===== src/rtl/core/ccgp_pkg.sv =====
// Shared types, register codes and wheel constants for the crank/cam gap-pattern decoder.
// Used by every module under rtl/core; depends on nothing else.
package ccgp_pkg;

  localparam int WheelTeethDefault = 36;
  localparam int CfgIndexW = 3;
  localparam int CfgDataW = 20;

  typedef enum logic [2:0] {
    CFG_SEQUENTIAL_MODE    = 3'd0,
    CFG_WHEEL_ON_CAM       = 3'd1,
    CFG_CAM_PATTERN        = 3'd2,
    CFG_CRANK_FILTER       = 3'd3,
    CFG_CAM_FILTER_INITIAL = 3'd4
  } cfg_index_t;

  localparam logic [1:0] CAM_NONE   = 2'd0;
  localparam logic [1:0] CAM_SINGLE = 2'd1;
  localparam logic [1:0] CAM_532    = 2'd2;

  localparam logic CMD_CRANK = 1'b0;
  localparam logic CMD_CAM   = 1'b1;

  localparam int NumPatterns = 5;

  // The first entry that matches wins; entry k reports pattern number 5 - k.
  localparam logic [31:0] WHEEL_PATTERNS [0:NumPatterns-1] = '{
    32'hFDFD_FFBF,
    32'hDDFF_FB7F,
    32'hDBFF_F77F,
    32'hFDF7_FFBD,
    32'hFFF7_FFFD
  };

  typedef struct packed {
    logic        command;
    logic [31:0] timestamp;
  } event_t;

  typedef struct packed {
    logic [6:0]  tooth_number;
    logic        second_revolution;
    logic        synced;
    logic        half_synced;
    logic [2:0]  wheel_pattern;
    logic [7:0]  sync_losses;
    logic [15:0] start_revolutions;
    logic        accepted;
  } result_t;

  typedef struct packed {
    logic        sequential_mode;
    logic        wheel_on_cam;
    logic [1:0]  cam_pattern;
    logic [15:0] crank_filter_time;
  } cfg_t;

  typedef struct packed {
    logic [31:0] last_tooth_time;
    logic [31:0] prior_tooth_time;
    logic [31:0] last_crank_gap;
    logic [31:0] gap_history;
    logic [6:0]  tooth_count;
    logic        revolution_flag;
    logic        sync_flag;
    logic        half_sync_flag;
    logic [2:0]  pattern_id;
    logic [7:0]  loss_count;
    logic [15:0] revolution_count;
    logic [1:0]  crank_seen;
    logic [7:0]  cam_tooth_count;
    logic        cam_seen;
    logic [31:0] last_cam_time;
    logic [31:0] cam_target_gap;
    logic [30:0] cam_filter_time;
  } state_t;

  typedef struct packed {
    state_t state;
    logic   accepted;
  } update_t;

  // Adds teeth to the count and saturates at 127.
  function automatic logic [6:0] add_teeth(input logic [6:0] count, input logic [6:0] n);
    logic [7:0] sum;
    sum = {1'b0, count} + {1'b0, n};
    return sum[7] ? 7'h7F : sum[6:0];
  endfunction

endpackage


===== src/rtl/core/crank_cam_gap_pattern_decoder.sv =====
// Crank/cam gap-pattern decoder top level: input register, decoder state, result register.
// An accepted item passes through the input register and then the result register.
// Throughput: one item per cycle while no result stall holds the flow; the state update through
// the crank or cam logic sets that figure. An item is held in the input register while a result waits.
// Reset (rst, synchronous): clears all decoder state, configuration and both valid flags.
// Depends on ccgp_pkg, ccgp_crank and ccgp_cam.
module crank_cam_gap_pattern_decoder #(
  parameter int WHEEL_TEETH = ccgp_pkg::WheelTeethDefault
) (
  input  logic                            clk,
  input  logic                            rst,
  input  logic                            event_valid,
  output logic                            event_stall,
  input  ccgp_pkg::event_t                event_item,
  output logic                            result_valid,
  input  logic                            result_stall,
  output ccgp_pkg::result_t               result_item,
  input  logic                            cfg_valid,
  output logic                            cfg_ready,
  input  logic [ccgp_pkg::CfgIndexW-1:0]  cfg_index,
  input  logic [ccgp_pkg::CfgDataW-1:0]   cfg_data
);

  ccgp_pkg::cfg_t    cfg;
  ccgp_pkg::state_t  st;
  ccgp_pkg::state_t  st_next;
  ccgp_pkg::event_t  ev;
  logic              ev_valid;
  logic              advance;
  logic              take;
  ccgp_pkg::update_t crank_upd;
  ccgp_pkg::update_t cam_upd;
  ccgp_pkg::update_t upd;

  assign cfg_ready = 1'b1;
  assign advance = !result_valid || !result_stall;
  assign event_stall = ev_valid && !advance;
  assign take = event_valid && !event_stall;

  ccgp_crank #(.WHEEL_TEETH(WHEEL_TEETH)) u_crank (
    .cfg       (cfg),
    .cur       (st),
    .timestamp (ev.timestamp),
    .upd       (crank_upd)
  );

  ccgp_cam #(.WHEEL_TEETH(WHEEL_TEETH)) u_cam (
    .cfg       (cfg),
    .cur       (st),
    .timestamp (ev.timestamp),
    .upd       (cam_upd)
  );

  assign upd = (ev.command == ccgp_pkg::CMD_CAM) ? cam_upd : crank_upd;

  always_comb begin
    st_next = st;
    if (ev_valid && advance) begin
      st_next = upd.state;
    end
    if (cfg_valid && cfg_index == ccgp_pkg::CFG_CAM_FILTER_INITIAL) begin
      st_next.cam_filter_time = 31'(cfg_data);
    end
  end

  always_ff @(posedge clk) begin
    if (rst) begin
      st <= '0;
      cfg <= '0;
      ev_valid <= 1'b0;
      result_valid <= 1'b0;
    end else begin
      st <= st_next;
      if (take) begin
        ev_valid <= 1'b1;
      end else if (advance) begin
        ev_valid <= 1'b0;
      end
      if (advance) begin
        result_valid <= ev_valid;
      end
      if (cfg_valid) begin
        unique case (cfg_index)
          ccgp_pkg::CFG_SEQUENTIAL_MODE:    cfg.sequential_mode <= cfg_data[0];
          ccgp_pkg::CFG_WHEEL_ON_CAM:       cfg.wheel_on_cam <= cfg_data[0];
          ccgp_pkg::CFG_CAM_PATTERN:        cfg.cam_pattern <= cfg_data[1:0];
          ccgp_pkg::CFG_CRANK_FILTER:       cfg.crank_filter_time <= cfg_data[15:0];
          ccgp_pkg::CFG_CAM_FILTER_INITIAL: begin
          end
          default: begin
          end
        endcase
      end
    end
  end

  always_ff @(posedge clk) begin
    if (take) begin
      ev <= event_item;
    end
    if (ev_valid && advance) begin
      result_item.tooth_number <= upd.state.tooth_count;
      result_item.second_revolution <= upd.state.revolution_flag;
      result_item.synced <= upd.state.sync_flag;
      result_item.half_synced <= upd.state.half_sync_flag;
      result_item.wheel_pattern <= upd.state.pattern_id;
      result_item.sync_losses <= upd.state.loss_count;
      result_item.start_revolutions <= upd.state.revolution_count;
      result_item.accepted <= upd.accepted;
    end
  end

endmodule


===== src/rtl/core/ccgp_crank.sv =====
// Next-state logic for one crank tooth: gap filter, history shift, pattern match and sync.
// Depends on ccgp_pkg.
module ccgp_crank #(
  parameter int WHEEL_TEETH = ccgp_pkg::WheelTeethDefault
) (
  input  ccgp_pkg::cfg_t    cfg,
  input  ccgp_pkg::state_t  cur,
  input  logic [31:0]       timestamp,
  output ccgp_pkg::update_t upd
);

  localparam logic [7:0] TeethW  = 8'(WHEEL_TEETH);
  localparam logic [7:0] TeethW1 = 8'(WHEEL_TEETH + 1);
  localparam logic [7:0] HalfW   = 8'(WHEEL_TEETH / 2);

  always_comb begin
    ccgp_pkg::state_t nxt;
    logic [31:0] gap;
    logic [31:0] delta;
    logic [32:0] target;
    logic        long_gap;
    logic [31:0] hist_new;
    logic [6:0]  count_new;
    logic        hit;
    logic [2:0]  hit_id;
    logic        acc;

    nxt = cur;
    gap = timestamp - cur.last_tooth_time;
    nxt.last_crank_gap = gap;
    acc = (gap >= {16'b0, cfg.crank_filter_time});

    delta = cur.last_tooth_time - cur.prior_tooth_time;
    target = {1'b0, delta} + {2'b0, delta[31:1]};
    long_gap = ({1'b0, gap} > target);
    hist_new = long_gap ? {cur.gap_history[29:0], 2'b01} : {cur.gap_history[30:0], 1'b1};
    count_new = ccgp_pkg::add_teeth(cur.tooth_count, long_gap ? 7'd2 : 7'd1);

    hit = 1'b0;
    hit_id = 3'd0;
    for (int k = 0; k < ccgp_pkg::NumPatterns; k++) begin
      if (!hit && hist_new == ccgp_pkg::WHEEL_PATTERNS[k]) begin
        hit = 1'b1;
        hit_id = 3'(ccgp_pkg::NumPatterns - k);
      end
    end

    if (acc) begin
      if (cur.crank_seen == 2'd2) begin
        nxt.sync_flag = 1'b1;
        nxt.gap_history = hist_new;
        nxt.tooth_count = count_new;
        if ({1'b0, count_new} >= TeethW) begin
          if (hit) begin
            nxt.pattern_id = hit_id;
            if ({1'b0, count_new} > HalfW) begin
              nxt.tooth_count = 7'd1;
              nxt.revolution_flag = ~cur.revolution_flag;
            end
            if (cfg.sequential_mode) begin
              if (cur.cam_tooth_count != 8'd0 || cfg.wheel_on_cam) begin
                nxt.sync_flag = 1'b1;
                nxt.half_sync_flag = 1'b0;
                if (cfg.cam_pattern == ccgp_pkg::CAM_SINGLE) begin
                  nxt.cam_tooth_count = 8'd0;
                end
              end else if (!nxt.sync_flag) begin
                nxt.half_sync_flag = 1'b1;
              end
            end else begin
              nxt.sync_flag = 1'b1;
              nxt.half_sync_flag = 1'b0;
            end
            if (nxt.sync_flag) begin
              nxt.revolution_count = cur.revolution_count + 16'd1;
            end else begin
              nxt.revolution_count = 16'd0;
            end
          end else if ({1'b0, count_new} > TeethW1) begin
            nxt.sync_flag = 1'b0;
            nxt.half_sync_flag = (cur.cam_tooth_count != 8'd0);
            nxt.loss_count = cur.loss_count + 8'd1;
          end
        end
      end else begin
        nxt.crank_seen = cur.crank_seen + 2'd1;
      end
      nxt.prior_tooth_time = cur.last_tooth_time;
      nxt.last_tooth_time = timestamp;
    end

    upd.state = nxt;
    upd.accepted = acc;
  end

endmodule


===== src/rtl/core/ccgp_cam.sv =====
// Next-state logic for one cam tooth: cam gap filter, single-tooth and 5-3-2 phase tracking.
// Depends on ccgp_pkg.
module ccgp_cam #(
  parameter int WHEEL_TEETH = ccgp_pkg::WheelTeethDefault
) (
  input  ccgp_pkg::cfg_t    cfg,
  input  ccgp_pkg::state_t  cur,
  input  logic [31:0]       timestamp,
  output ccgp_pkg::update_t upd
);

  localparam logic [7:0] HalfW   = 8'(WHEEL_TEETH / 2);
  localparam logic [7:0] HalfW1  = 8'(WHEEL_TEETH / 2 + 1);
  localparam logic [7:0] HalfWm1 = 8'(WHEEL_TEETH / 2 - 1);

  always_comb begin
    ccgp_pkg::state_t nxt;
    logic [31:0] gap;
    logic [32:0] grown;
    logic [31:0] grown_sat;
    logic [7:0]  count_inc;
    logic [7:0]  tooth_sub;
    logic        acc;

    nxt = cur;
    if (!cur.cam_seen) begin
      nxt.cam_target_gap = {cur.last_crank_gap[30:0], 1'b0};
      nxt.last_cam_time = timestamp;
      nxt.cam_seen = 1'b1;
      gap = 32'd0;
    end else begin
      gap = timestamp - cur.last_cam_time;
    end
    acc = (gap >= {1'b0, cur.cam_filter_time});

    grown = {1'b0, gap} + {2'b0, gap[31:1]};
    grown_sat = grown[32] ? 32'hFFFF_FFFF : grown[31:0];
    count_inc = (cur.cam_tooth_count != 8'hFF) ? cur.cam_tooth_count + 8'd1 : cur.cam_tooth_count;
    tooth_sub = {1'b0, cur.tooth_count} - HalfW;

    if (acc) begin
      nxt.cam_tooth_count = count_inc;
      nxt.last_cam_time = timestamp;
      case (cfg.cam_pattern)
        ccgp_pkg::CAM_SINGLE: begin
          nxt.revolution_flag = 1'b1;
          nxt.cam_filter_time = gap[31:1];
        end
        ccgp_pkg::CAM_532: begin
          if (gap < nxt.cam_target_gap) begin
            nxt.cam_filter_time = gap[31:1];
            nxt.cam_target_gap = grown_sat;
          end else begin
            if (count_inc == 8'd6) begin
              nxt.revolution_flag = 1'b0;
              if ({1'b0, cur.tooth_count} < HalfW1) begin
                nxt.tooth_count = ccgp_pkg::add_teeth(cur.tooth_count, HalfW[6:0]);
              end
            end else if (count_inc == 8'd4) begin
              nxt.revolution_flag = 1'b1;
              if ({1'b0, cur.tooth_count} > HalfWm1) begin
                nxt.tooth_count = tooth_sub[6:0];
              end
            end else if (count_inc == 8'd3) begin
              nxt.revolution_flag = 1'b1;
              if ({1'b0, cur.tooth_count} < HalfW1) begin
                nxt.tooth_count = ccgp_pkg::add_teeth(cur.tooth_count, HalfW[6:0]);
              end
            end
            nxt.cam_tooth_count = 8'd1;
          end
        end
        default: begin
        end
      endcase
    end

    upd.state = nxt;
    upd.accepted = acc;
  end

endmodule


===== config.mk =====
export PLATFORM = sky130hd
export DESIGN_NAME = crank_cam_gap_pattern_decoder
export DESIGN_NICKNAME = d
export VERILOG_FILES = /design/src/rtl/core/ccgp_pkg.sv /design/src/rtl/core/crank_cam_gap_pattern_decoder.sv /design/src/rtl/core/ccgp_crank.sv /design/src/rtl/core/ccgp_cam.sv
export SDC_FILE = /design/constraint.sdc
export NUM_CORES = 1
export LEC_CHECK = 0
export BUFFER_PORTS_ARGS = -buffer_cell sky130_fd_sc_hd__buf_2
export CELL_PAD_IN_SITES_DETAIL_PLACEMENT = 0
export CELL_PAD_IN_SITES_GLOBAL_PLACEMENT = 1
export CORE_ASPECT_RATIO = 0.5
export CORE_MARGIN = 2
export CORE_UTILIZATION = 32
export CTS_BUF_LIST = sky130_fd_sc_hd__clkbuf_16
export CTS_CLUSTER_DIAMETER = 120
export DETAILED_ROUTE_END_ITERATION = 6
export PLACE_DENSITY = 0.63
export SETUP_SLACK_MARGIN = 0.05
export SYNTH_ARGS = -nofsm -noshare
export SYNTH_HDL_FRONTEND = slang
export SYNTH_SLANG_ARGS = --single-unit

===== constraint.sdc =====
create_clock -name clk -period 20.6 [get_ports clk]
set_input_delay 2.06 -clock clk [delete_from_list [all_inputs] [get_ports clk]]
set_output_delay 2.06 -clock clk [all_outputs]
set_load 0.02 [all_outputs]

==> out/results.ini <==
[route]
route.met2.wl_um=32660
wire_per_inst_um=18.11
routed.top_layer=met4
drt-pass1-iter-count=7
totalWireLength_um=78570
detailedRoute.firstIterationViolations=1683
route.met3.wl_um=3707
drt-met1-wl_um=40470
post-route-drc-count=0
dr_total_vias=22749
dr_vias_cell=5.243
ant_nets=0

[clock_network]
cts_buffers=40
cts_tree=done
clockRootBuffer=sky130_fd_sc_hd__clkbuf_16
cts_max_path_buffers=3
cts.repair.resized=0
post_cts_buffers=0
insertion_delay_to_the_later_sink_of_the_worst_skew_pair_ps=610
cts-hold-fix-buffers=0
cts.reportedPaths.clkPinSlew_ps=60
cts_htree_levels=2
clock_sinks=362

[worst_setup_path]
crit_path_frequent_cell=sky130_fd_sc_hd__a21oi_1
cp_slowest_stage_delay_ps=750
critical-path-top-delay-family=compound AO/OA/AOI/OAI gates
worst_ep_required_time_ps=20940
path_buf_inv=5
endpoint_kind=flip-flop
cpMaxStageDelayCell=sky130_fd_sc_hd__clkinv_1
critical_path_source_type=flip-flop
critPathMaxFanout=33
timing.setup.critical_path_class=reg -> reg
cp_data_arrival_time_ps=12370

[timing]
max_slew_margin_pct=35.81
rsz0062_at_grt=no
drv_slew=0
finalWorstSetupSlack_ps=8563
worst_clock_skew_ps=27.84
max_freq_mhz=83.07
final_setup_vio_count=0
fraction_of_the_cycle_the_final_worst_path_needs_pct=58.43
transition_time_at_the_pin_with_the_least_slew_margin_ps=950.8
finalHoldViolations=0
layout_min_cycle_time_ps=12040
timing.setup.tns_ps=0

[synth]
synthesis.instances=3167
synth.ff_latch_count=362
ys_types=105
postSynth.topFlopCell=sky130_fd_sc_hd__dfxtp_1
synth_top_cell_area_share_pct=22.21
synth-seq-area-share_pct=30.34
post-synth-top-area-cell=sky130_fd_sc_hd__dfxtp_1
syn-mean-instance-area_um2=8.282
count_of_flip_flops_with_a_built_in_enable_after_synthesis=71
synth-async-reset-ratio_pct=0
post_synth_main_area_contributors=sky130_fd_sc_hd__dfxtp_1 (22%), sky130_fd_sc_hd__ha_1 (13%), sky130_fd_sc_hd__edfxtp_1 (8.1%)
ys_warn_count=0
netlist_area_mm2=0.02623
mappedNetlistNets=3515

[pwr]
report.power.total_mw=2.520
vdd_drop_max_mv=0.1150
power_per_cell_area_mw_per_mm2=85.86
p_leak_nw=11.33

[die]
die_height_um=206.4
floorplan.io_pins=102
initial_utilization_pct=32.23
core_mm2=0.08139
row_count=74
floorplan.die_area_mm2=0.08441
die_width_um=408.9

[final_layout]
design.final.nets=3552
final_cell_count_no_fill=4339
layout.cells.most_common=sky130_fd_sc_hd__nor2_1
fillerInstances=8428
areaGrowthSynthToFinish_pct=11.92
layout_cells_sized_above_1_pct=7.880
layout_common_cells=sky130_fd_sc_hd__nor2_1 (339), sky130_fd_sc_hd__nand2_1 (317), sky130_fd_sc_hd__dfxtp_1 (290)

[place]
place.gp.congestion=0.8546
preCtsSetupSlack_ps=8623
dp_hpwl_um=58980
io_buffers=100
place_inst=4264

[outcome]
outcome=complete, no violations

[global_routing]
via_count_of_the_first_global_routing_pass=21158
grt_first_pass_wirelength_um=123100
total_congestion_overflow_after_global_routing=0
grt_antenna_before_repair=1
grt_max_degree=97
grt_resource_usage_total_pct=18.38

[flow_run]
maxCapViolCount=0

[hold_path]
timing.hold.worst.class=reg -> reg

power by group:
part / total (mW) / switching, mW / internal (mW)
clock network: 0.823 / 0.338 / 0.485
logic: 0.929 / 0.583 / 0.347
registers: 0.768 / 0.0242 / 0.744
total: 2.52 / 0.945 / 1.58
worst min-delay path: cells and delay by family (launching register included):
| kind | cells | cell delay (ps) |
|---|---|---|
| AND/OR/NAND/NOR | 1 | 50 |
| flip-flops | 1 | 310 |
| AO/OA/AOI/OAI | 1 | 50 |
sequential cells by signal (all words and copies together), names as in the netlist:
register / cells
cfg: 20
ev: 33
ev_valid: 1
result_item: 38
result_valid: 1
st: 269
routing by layer:
layer | global-route usage (%) | up-vias
met1 | 27.20 | 10750
met3 | 2.641 | 90
met4 | 4.454 | 0
met5 | 0 | -
met2 | 27.81 | 449
li1 | - | 11460
worst paths after layout:
check,startpoint,endpoint,slack [ps],depth (start not counted)
worst max-delay path,st[239],result_item[18],8560,50
worst min-delay path,st[132],st[132],450,2
worst max register to register,st[239],result_item[18],8560,50
worst min register to register,st[132],st[132],450,2
kinds of logic (layout without fill, tap and decap cells):
| family | count (synthesis) | count (layout) | synth area share [%] |
|---|---|---|---|
| xor gates and xnor gates | 173 | 173 | 5.777 |
| other | 1 | 2 | 0.01430 |
| adders and majority gates | 287 | 287 | 13.86 |
| DFF | 362 | 362 | 30.34 |
| AOI/OAI and AO/OA | 812 | 812 | 20.66 |
| and+or+nand+nor | 1045 | 1045 | 18.69 |
| muxes | 149 | 149 | 5.710 |
| buffers and inverters | 338 | 407 | 4.951 |
stage by stage:
step	area, µm²	hold WS (ps)	utilization [%]
after floorplan	26230	431.6	-
after global placement	27870	439.5	34.25
after detailed placement	27870	445.8	34.25
after CTS	29350	453.6	36.07
after global routing	29350	473.1	36.07
final	29360	451.1	36.07
synthesized netlist by cell type (all sizes together) (35+ instances only):
master  instances
nor2          343
nand2         319
dfxtp         291
ha            281
a21oi         263
inv           203
mux2i         144
o21ai         127
clkbuf        115
xnor2         105
a21o           92
edfxtp         71
xor2           68
nand3          58
nor3           53
nand4          45
a211oi         44
and2           38
a311oi         37
nand2b         35
cell type report:
type / instances / area, µm² / area share [%]
antenna: 1 / 2.502 / 0.008524
inverter: 207 / 777.0 / 2.647
multi-input combinational: 2467 / 17050 / 58.09
clock buffer: 45 / 1126 / 3.836
sequential: 362 / 7961 / 27.12
clock inverter: 29 / 352.8 / 1.202
tap: 1102 / 1379 / 4.697
timing repair buffer: 126 / 705.7 / 2.404
(Power assumes the default switching activity.)
